==> config.mk <==
export PLATFORM = sky130hd
export DESIGN_NAME = sdes_byte_cipher_top
export DESIGN_NICKNAME = d
export VERILOG_FILES = /design/src/hdl/sdes_pkg.sv /design/src/hdl/sdes_keysched.sv /design/src/hdl/sdes_fk.sv /design/src/hdl/sdes_byte_cipher_top.sv
export SDC_FILE = /design/constraint.sdc
export NUM_CORES = 1
export LEC_CHECK = 0
export ABC_AREA = 1
export BUFFER_PORTS_ARGS = -buffer_cell sky130_fd_sc_hd__buf_4
export CAP_MARGIN = 20
export CORE_AREA = 2 2 57 64
export CTS_CLUSTER_DIAMETER = 30
export DETAILED_ROUTE_END_ITERATION = 7
export DIE_AREA = 0 0 59 66
export GPL_TIMING_DRIVEN = 1
export PLACE_DENSITY = 0.86
export SYNTH_ARGS = -nofsm -noshare
export SYNTH_HDL_FRONTEND = slang
export SYNTH_SLANG_ARGS = --single-unit
==> constraint.sdc <==
create_clock -name clk -period 4.6 [get_ports clk]
set_input_delay 0.46 -clock clk [delete_from_list [all_inputs] [get_ports clk]]
set_output_delay 0.46 -clock clk [all_outputs]
set_load 0.005 [all_outputs]
==> src/hdl/sdes_pkg.sv <==
// shared types, permutation functions and s-box tables for the s-des byte cipher
// no dependencies; used by the key schedule, the round logic and the top level
package sdes_pkg;

	localparam int unsigned KeyW  = 10;
	localparam int unsigned ByteW = 8;
	localparam int unsigned NibW  = 4;

	typedef logic [KeyW-1:0]  key_t;
	typedef logic [ByteW-1:0] byte_t;
	typedef logic [NibW-1:0]  nib_t;

	typedef struct packed {
		byte_t k1;
		byte_t k2;
	} subkeys_t;

	// s-box tables indexed by {row, col}
	localparam logic [1:0] SBOX0 [0:15] = '{
		2'd1, 2'd0, 2'd3, 2'd2,
		2'd3, 2'd2, 2'd1, 2'd0,
		2'd0, 2'd2, 2'd1, 2'd3,
		2'd3, 2'd1, 2'd3, 2'd2
	};
	localparam logic [1:0] SBOX1 [0:15] = '{
		2'd0, 2'd1, 2'd2, 2'd3,
		2'd2, 2'd0, 2'd1, 2'd3,
		2'd3, 2'd0, 2'd1, 2'd0,
		2'd2, 2'd1, 2'd0, 2'd3
	};

	function automatic key_t perm_p10(input key_t k);
		return {k[7], k[5], k[8], k[3], k[6], k[0], k[9], k[1], k[2], k[4]};
	endfunction

	function automatic byte_t perm_p8(input key_t k);
		return {k[4], k[7], k[3], k[6], k[2], k[5], k[0], k[1]};
	endfunction

	function automatic byte_t perm_ip(input byte_t b);
		return {b[6], b[2], b[5], b[7], b[4], b[0], b[3], b[1]};
	endfunction

	function automatic byte_t perm_ipinv(input byte_t b);
		return {b[4], b[7], b[5], b[3], b[1], b[6], b[0], b[2]};
	endfunction

	function automatic byte_t perm_ep(input nib_t r);
		return {r[0], r[3], r[2], r[1], r[2], r[1], r[0], r[3]};
	endfunction

	function automatic nib_t perm_p4(input nib_t s);
		return {s[2], s[0], s[1], s[3]};
	endfunction

	// left rotate of each five-bit half
	function automatic key_t rot1_halves(input key_t v);
		return {v[8:5], v[9], v[3:0], v[4]};
	endfunction

	function automatic key_t rot2_halves(input key_t v);
		return {v[7:5], v[9:8], v[2:0], v[4:3]};
	endfunction

	// row from outer bits, column from inner bits
	function automatic logic [3:0] sbox_idx(input nib_t n);
		return {n[3], n[0], n[2:1]};
	endfunction

endpackage

==> src/hdl/sdes_keysched.sv <==
// key schedule: derives and holds both round subkeys when the key is written
// depends on sdes_pkg
module sdes_keysched (
	input  logic               clk,
	input  logic               arst_n,
	input  logic               key_we,
	input  sdes_pkg::key_t     key_wdata,
	output sdes_pkg::subkeys_t subkeys
);

	sdes_pkg::key_t     rot1;
	sdes_pkg::key_t     rot2;
	sdes_pkg::subkeys_t subkeys_q;

	assign rot1 = sdes_pkg::rot1_halves(sdes_pkg::perm_p10(key_wdata));
	assign rot2 = sdes_pkg::rot2_halves(rot1);

	// a zero key gives zero subkeys, so reset clears them
	always_ff @(posedge clk or negedge arst_n) begin
		if (!arst_n) begin
			subkeys_q <= '0;
		end else if (key_we) begin
			subkeys_q.k1 <= sdes_pkg::perm_p8(rot1);
			subkeys_q.k2 <= sdes_pkg::perm_p8(rot2);
		end
	end

	assign subkeys = subkeys_q;

endmodule

==> src/hdl/sdes_fk.sv <==
// one feistel round fk: expansion, subkey xor, two s-boxes, p4, xor into left nibble
// depends on sdes_pkg
module sdes_fk (
	input  sdes_pkg::byte_t din,
	input  sdes_pkg::byte_t subkey,
	output sdes_pkg::byte_t dout
);

	sdes_pkg::byte_t t;
	sdes_pkg::nib_t  s;

	assign t    = sdes_pkg::perm_ep(din[3:0]) ^ subkey;
	assign s    = {sdes_pkg::SBOX0[sdes_pkg::sbox_idx(t[7:4])],
	               sdes_pkg::SBOX1[sdes_pkg::sbox_idx(t[3:0])]};
	assign dout = {din[7:4] ^ sdes_pkg::perm_p4(s), din[3:0]};

endmodule

==> src/hdl/sdes_byte_cipher_top.sv <==
// top level of the s-des byte cipher: key schedule and a three-stage round pipeline
// depends on sdes_pkg, sdes_keysched and sdes_fk
//
// channel   direction  handshake              payload
// plain     in         plain_valid/stall      plain_byte
// cipher    out        cipher_valid/stall     cipher_byte
// key       in         key_we                 key_wdata
//
// the stages are ip and round one, swap and round two, inverse ip into
// the output register. one byte enters every cycle while the output is taken.
// reset clears the stage valid bits and the subkeys (key zero).
// a stall on the output freezes each occupied stage with no empty stage after it;
// empty stages keep filling, so plain_stall rises only when all three stages hold a byte.
module sdes_byte_cipher_top (
	input  logic                  clk,
	input  logic                  arst_n,
	input  logic                  key_we,
	input  sdes_pkg::key_t        key_wdata,
	input  logic                  plain_valid,
	output logic                  plain_stall,
	input  sdes_pkg::byte_t       plain_byte,
	output logic                  cipher_valid,
	input  logic                  cipher_stall,
	output sdes_pkg::byte_t       cipher_byte
);

	sdes_pkg::subkeys_t subkeys;
	sdes_pkg::byte_t    fk1_out;
	sdes_pkg::byte_t    fk2_out;
	sdes_pkg::byte_t    data_s1;
	sdes_pkg::byte_t    data_s2;
	sdes_pkg::byte_t    data_s3;
	logic               valid_s1;
	logic               valid_s2;
	logic               valid_s3;
	logic               en1;
	logic               en2;
	logic               en3;

	sdes_keysched u_keysched (
		.clk       (clk),
		.arst_n    (arst_n),
		.key_we    (key_we),
		.key_wdata (key_wdata),
		.subkeys   (subkeys)
	);

	sdes_fk u_fk1 (
		.din    (sdes_pkg::perm_ip(plain_byte)),
		.subkey (subkeys.k1),
		.dout   (fk1_out)
	);

	// nibble swap between the rounds
	sdes_fk u_fk2 (
		.din    ({data_s1[3:0], data_s1[7:4]}),
		.subkey (subkeys.k2),
		.dout   (fk2_out)
	);

	// a stage moves when it is empty or the next one moves
	assign en3         = !valid_s3 || !cipher_stall;
	assign en2         = !valid_s2 || en3;
	assign en1         = !valid_s1 || en2;
	assign plain_stall = !en1;

	always_ff @(posedge clk or negedge arst_n) begin
		if (!arst_n) begin
			valid_s1 <= 1'b0;
			valid_s2 <= 1'b0;
			valid_s3 <= 1'b0;
		end else begin
			if (en1) valid_s1 <= plain_valid;
			if (en2) valid_s2 <= valid_s1;
			if (en3) valid_s3 <= valid_s2;
		end
	end

	always_ff @(posedge clk) begin
		if (en1) data_s1 <= fk1_out;
		if (en2) data_s2 <= fk2_out;
		if (en3) data_s3 <= sdes_pkg::perm_ipinv(data_s2);
	end

	assign cipher_valid = valid_s3;
	assign cipher_byte  = data_s3;

	// back-pressure reaches the input only with a full pipeline and a stalled output
	a_stall_full : assert property (@(posedge clk) disable iff (!arst_n)
		plain_stall |-> (valid_s1 && valid_s2 && valid_s3 && cipher_stall))
		else $error("input stalled without a full, stalled pipeline");

	// an accepted transaction lands in the first stage
	a_accept_s1 : assert property (@(posedge clk) disable iff (!arst_n)
		(plain_valid && !plain_stall) |=> valid_s1)
		else $error("accepted transaction missing from stage one");

	// a held middle stage keeps its byte
	a_hold_s2 : assert property (@(posedge clk) disable iff (!arst_n)
		(valid_s2 && !en2) |=> (valid_s2 && $stable(data_s2)))
		else $error("stage two lost or changed a held byte");

	// a byte in stage two cannot vanish while the output moves
	a_drain_s2 : assert property (@(posedge clk) disable iff (!arst_n)
		(valid_s2 && en3) |=> valid_s3)
		else $error("stage two byte dropped on the way out");

endmodule

Word level (Yosys, flattened, before mapping). Memories as Yosys holds them, arrays and structs flattened. Index checks and enable logic that the tools add are counted.

Bits in registers: 43. Latch bits: 0. Bits in writable memories: 0. ROM bits: 128. Bits of input ports: 23. Memories: 4.

Memories: (name not given) (depth 16, width 2, read ports 1, clocked after memory_dff 0, write ports 0, RTL line sdes_fk.sv:13) `assign s = {sdes_pkg::SBOX0[sdes_pkg::sbox_idx(t[7:4])],`; (name not given) (depth 16, width 2, read ports 1, clocked after memory_dff 0, write ports 0, RTL line sdes_fk.sv:14) `sdes_pkg::SBOX1[sdes_pkg::sbox_idx(t[3:0])]};`; (name not given) (depth 16, width 2, read ports 1, clocked after memory_dff 0, write ports 0, RTL line sdes_fk.sv:14); (name not given) (depth 16, width 2, read ports 1, clocked after memory_dff 0, write ports 0, RTL line sdes_fk.sv:13).

Add/sub/neg operators: 0. Multipliers: 0. Divide/modulo/power cells: 0. Order comparisons: 4. Equality and inequality tests: 0. Shift-type cells: 0. Muxes and demuxes: 8. Bitwise logic cells: 8. Reduce and logical (&&, ||, !) cells: 8.

Operator list (number): $ge A5 B5 Y1 const B (4); $not A4 Y5 (4); $mux W2 (8); $xor A8 B8 Y8 (2); $xor A4 B4 Y4 (2); $logic_not A1 Y1 (5); $logic_or A1 B1 Y1 (3).

Longest topological paths before layout.
Word-level depth: 6. Mapped depth: 10. Depth with buffers taken out: 10.

Modules after synthesis. Synthesis repeated with hierarchy kept, for this count alone.

Cell total of the unflattened synthesis: 253. Area, all modules: 2064.5 um2.

By module, submodules not included: sdes_byte_cipher_top (instances 1, cells an instance 37, area an instance 843.3 um2); sdes_fk (u_fk1) (instances 1, cells an instance 91, area an instance 436.7 um2); sdes_keysched (instances 1, cells an instance 48, area an instance 422.9 um2); sdes_fk (u_fk2) (instances 1, cells an instance 77, area an instance 361.6 um2).

Worst setup path before layout. Ideal clock, no wire load.

Path kind: in2reg. Start point: input cipher_stall. End point: register data_s1[0], enable pin. Setup time: 324 ps. Arrival: 1288 ps. Data required time: 4276 ps. Setup slack: 2988 ps. Stages on the path: 5. Path buffers: 0. Cell sequence: nand2_1 nor2_1 inv_1 nor2_1 inv_1.

Longest elaborated chain between the ends: 4.

Ends and longest elaborated chain: start, declared (RTL line sdes_byte_cipher_top.sv:23) `input logic cipher_stall,`; $logic_not A1 Y1 (RTL line sdes_byte_cipher_top.sv:62) `assign en3 = !valid_s3 || !cipher_stall;`; $logic_or A1 B1 Y1 (RTL line sdes_byte_cipher_top.sv:62); $logic_or A1 B1 Y1 (RTL line sdes_byte_cipher_top.sv:63) `assign en2 = !valid_s2 || en3;`; net en2 (RTL line sdes_byte_cipher_top.sv:37) `logic en2;`; $logic_or A1 B1 Y1 (RTL line sdes_byte_cipher_top.sv:64) `assign en1 = !valid_s1 || en2;`; end signal, assigned (RTL line sdes_byte_cipher_top.sv:80) `if (en1) data_s1 <= fk1_out;`; end, declared (RTL line sdes_byte_cipher_top.sv:30) `sdes_pkg::byte_t data_s1;`.

The timed path passes the listed nets, and every way through them passes these cells. A chain may end at the register's enable or synchronous reset.

Worst setup path in the final report.
Start point: register valid_s3 (netlist: cipher_valid). End point: output plain_stall.

Longest elaborated chain between the ends: 5.

Ends and longest elaborated chain: start, declared (RTL line sdes_byte_cipher_top.sv:35) `logic valid_s3;`; start signal, assigned (RTL line sdes_byte_cipher_top.sv:75) `if (en3) valid_s3 <= valid_s2;`; $logic_not A1 Y1 (RTL line sdes_byte_cipher_top.sv:62); $logic_or A1 B1 Y1 (RTL line sdes_byte_cipher_top.sv:62); net en3 (RTL line sdes_byte_cipher_top.sv:38) `logic en3;`; $logic_or A1 B1 Y1 (RTL line sdes_byte_cipher_top.sv:63); net en2 (RTL line sdes_byte_cipher_top.sv:37); $logic_or A1 B1 Y1 (RTL line sdes_byte_cipher_top.sv:64); $logic_not A1 Y1 (RTL line sdes_byte_cipher_top.sv:65) `assign plain_stall = !en1;`; end, declared (RTL line sdes_byte_cipher_top.sv:20) `output logic plain_stall,`.

The timed path passes the listed nets, and every way through them passes these cells.

==> metrics.md <==
| Metric | Value |
|---|---|
| Status | `complete, no violations` |
| Logic pwr share | `0.230` |
| PortBufs | `32` |
| Placed Instance Area | `between 2000 and 2500 µm²` |
| Max Cap Viol | `0` |
| Setup Buffers After CTS | `0` |
| Final HPWL DP | `2580 µm` |
| Final period util | `0.462` |
| P_sw | `between 0.2 and 0.3 mW` |
| Io pins | `33` |
| CP dominant cell by count | `nor2_1` |
| CTS Buf Count | `5` |
| H-tree Lvls | `2` |
| Starting Density | `0.567` |
| Final WL | `approximately 3200 µm` |
| Hold_ws | `310 ps` |
| CTS tree | `yes` |
| Mapped cell area | `between 1500 and 2000 µm²` |
| CP startpoint kind | `flop` |
| Reg2Reg Capture Point | `data_s1[3]$_DFFE_PN_` |
| RD Place Congestion | `0.849` |
| Synthesis-to-finish area growth | `21.1%` |
| First-pass DRT Iterations | `4` |
| Core Area | `3250 µm²` |
| Crit Path Max Fanout | `10` |
| Fraction of the mapped netlist area in compound gates | `0.0326` |
| Worst-path clk slew | `120 ps` |
| Hold Path End | `valid_s1$_DFFE_PN0N_` |
| DR vias | `1471` |
| Total power | `0.955 mW` |
| Post-place setup slack | `roughly 2600 ps` |
| Worst R2R Start | `cipher_valid$_DFFE_PN0P_` |
| First-pass GRT wire length | `5550 µm` |
| HP Class | `input pin to flop` |
| Rows | `22` |
| Post-layout util | `0.686` |
| WP data arrival | `1670 ps` |
| Critical Path Max Stage Delay | `about 390 ps` |
| Static Leakage | `1.18 nW` |
| P_int | `0.694 mW` |
| Design Area, Final | `approximately 2200 µm²` |
| Max Fclk | `470 MHz` |
| Setup ws final | `approximately 2500 ps` |
| CTS resizes | `0` |
| Ys Warns | `0` |
| Hold Startpoint | `plain_valid` |
| Placed cells | `between 200 and 300` |
| Fin crit period | `2130 ps` |
| Max Slew Vio Count | `0` |
| Adder-cell share of the synthesized area | `0.0136` |
| Library cells used by synthesis | `16` |
| DRC Markers | `0` |
| Final Hold Viols | `0` |
| Syn Area/Cell | `between 8 and 9 µm²` |
| Slowest cell on crit path | `dfrtp_1` |
| Die area | `3890 µm²` |
| Clock buffer depth | `2` |
| Seq cells post-synth | `37` |
| Die Wd | `59 µm` |
| WHS Path Cells | `2` |
| Largest family of logic cells by synthesized area | `simple AND/OR/NAND/NOR gates` |
| Final worst clock skew | `11.3 ps` |
| Slew margin rel. | `0.740` |
| Most common cell after layout, fill and taps aside | `nand2_1` |
| RSZ-0062 raised after global routing | `no` |
| Synth Area in Simple Gates | `0.260` |
| Total power per unit cell area | `428 nW/µm²` |
| Global Route Usage Sum | `0.197` |
| Sequential share of power | `0.483` |
| Starting DRC count in detailed routing | `38` |
| Reg2reg path depth | `5` |
| Worst setup EP type | `output pin` |
| XOR/XNOR Fraction of Synth Area | `0.0333` |
| Endpoints failing setup | `0` |
| DRT antenna net count | `0` |
| Reg area | `between 1000 and 1500 µm²` |
| WL/cell | `10.9 µm` |
| Number of global-route vias before repair | `1369` |
| Layout cells sized above 1 | `0.171` |
| Final Non-Filler Cells | `between 200 and 300` |
| Multi-input logic area | `approximately 650 µm²` |
| Post-synthesis cell count | `219` |
| Num Clock Sinks | `37` |
| Die Height | `between 60 and 70 µm` |
| Filler cell count | `270` |
| Clk pwr share | `0.287` |
| CP cell instances | `nand2_1 > nor2_1 > inv_1 > nor2_1 > buf_4` |
| Clk Tree Root Cell | `clkbuf_4` |
| Data required, critical path | `between 4000 and 5000 ps` |
| Antenna diode instance count | `0` |
| Initial antenna violation count | `0` |
| TNS Setup | `0 ps` |
| GRT overflow | `0` |
| Syn Nets | `244` |
| CP Class | `flop to output pin` |
| Worst R2R Setup Slack | `2840 ps` |
| Hold Buf Count CTS | `1` |
| Seq/Total Area, Yosys | `0.568` |
| Vias per cell | `about 5` |
| Worst VDD drop | `251 µV` |
| Slew at the pin closest to its max-slew limit | `a little under 400 ps` |
| Worst skew pair latency | `~340 ps` |
| Most frequent cells in the layout | `99 x nand2_1, 36 x inv_1, 32 x buf_4, 24 x edfxtp_1, 16 x nand3_1` |
| Switching share of power | `0.273` |
| Largest net degree at the start of global routing | `19` |
| Multiplexer area fraction after synthesis | `0.0122` |
| Nets@finish | `282` |
[synthesized netlist by cell type]
library cell | instances | area, µm²
ha_1 | 2 | 25.0
mux2_2 | 2 | 22.5
nor2_1 | 2 | 7.51
buf_2 | 2 | 10.0
a21oi_1 | 2 | 10.0
edfxtp_1 | 24 | 721
o21ai_0 | 8 | 40.0
inv_2 | 1 | 3.75
or2_1 | 2 | 12.5
o21ai_1 | 2 | 10.0
nand3_1 | 16 | 80.1
inv_1 | 36 | 135
dfrtp_1 | 13 | 325
xnor2_1 | 7 | 61.3
nand2_1 | 99 | 372
or2_2 | 1 | 6.26
[worst max-delay path, delay by kind of cell (launching register included)]
family	cells	cell delay (ps)
buffers and inverters	2	440
DFF	1	390
and+or+nand+nor	3	480
[flip-flops by register name, summed over array words and instances (netlist names)]
name / count
valid_s2: 1
cipher_byte: 8
data_s1: 8
u_keysched.subkeys: 10
valid_s1: 1
data_s2: 8
cipher_valid: 1
[logic make-up (layout without fill, tap and decap cells)]
group                      count (synthesis)  count (layout)
and+or+nand+nor                          120             120
buffers and inverters                     39              78
DFF                                       37              37
AOI/OAI and AO/OA                         12              12
xor gates and xnor gates                   7               7
adders and majority gates                  2               2
muxes                                      2               2
[layer usage]
| metal | vias to the layer above | track usage | part of all wire |
|---|---|---|---|
| met5 | - | 0 | 0 |
| met4 | 0 | 0.0966 | 0.030 |
| met1 | 662 | 0.193 | 0.39 |
| li1 | 754 | - | - |
| met2 | 47 | 0.361 | 0.52 |
| met3 | 8 | 0.0646 | 0.059 |
[worst max path at each step]
stage,depth (start not counted),to,slack [ps],start
2_1_floorplan,5,data_s1[0]$_DFFE_PN_,2990,cipher_stall
3_3_place_gp,6,plain_stall,2690,cipher_stall
3_5_place_dp,6,data_s1[5]$_DFFE_PN_,2630,cipher_stall
4_1_cts,5,plain_stall,2450,cipher_valid$_DFFE_PN0P_
5_1_grt,5,plain_stall,2320,cipher_valid$_DFFE_PN0P_
6_report,5,plain_stall,2470,cipher_valid$_DFFE_PN0P_
[power groups by stage]
stage,sequential [mW],combinational (mW),clock [mW]
floorplan,0.461,0.146,0
global placement,0.465,0.211,0
detailed placement,0.469,0.220,0
CTS,0.462,0.222,0.279
global route,0.468,0.257,0.295
finish,0.461,0.219,0.274
[area by class of cell]
cell class              instances  share of cell area
flip-flops and latches         37               0.469
multi-input cells             143               0.290
repair buffers                 33               0.112
inverters                      37              0.0623
clock inverters                 3              0.0292
well taps                      36              0.0202
clock buffers                   5              0.0168
Power figures use the tool's default switching activity.
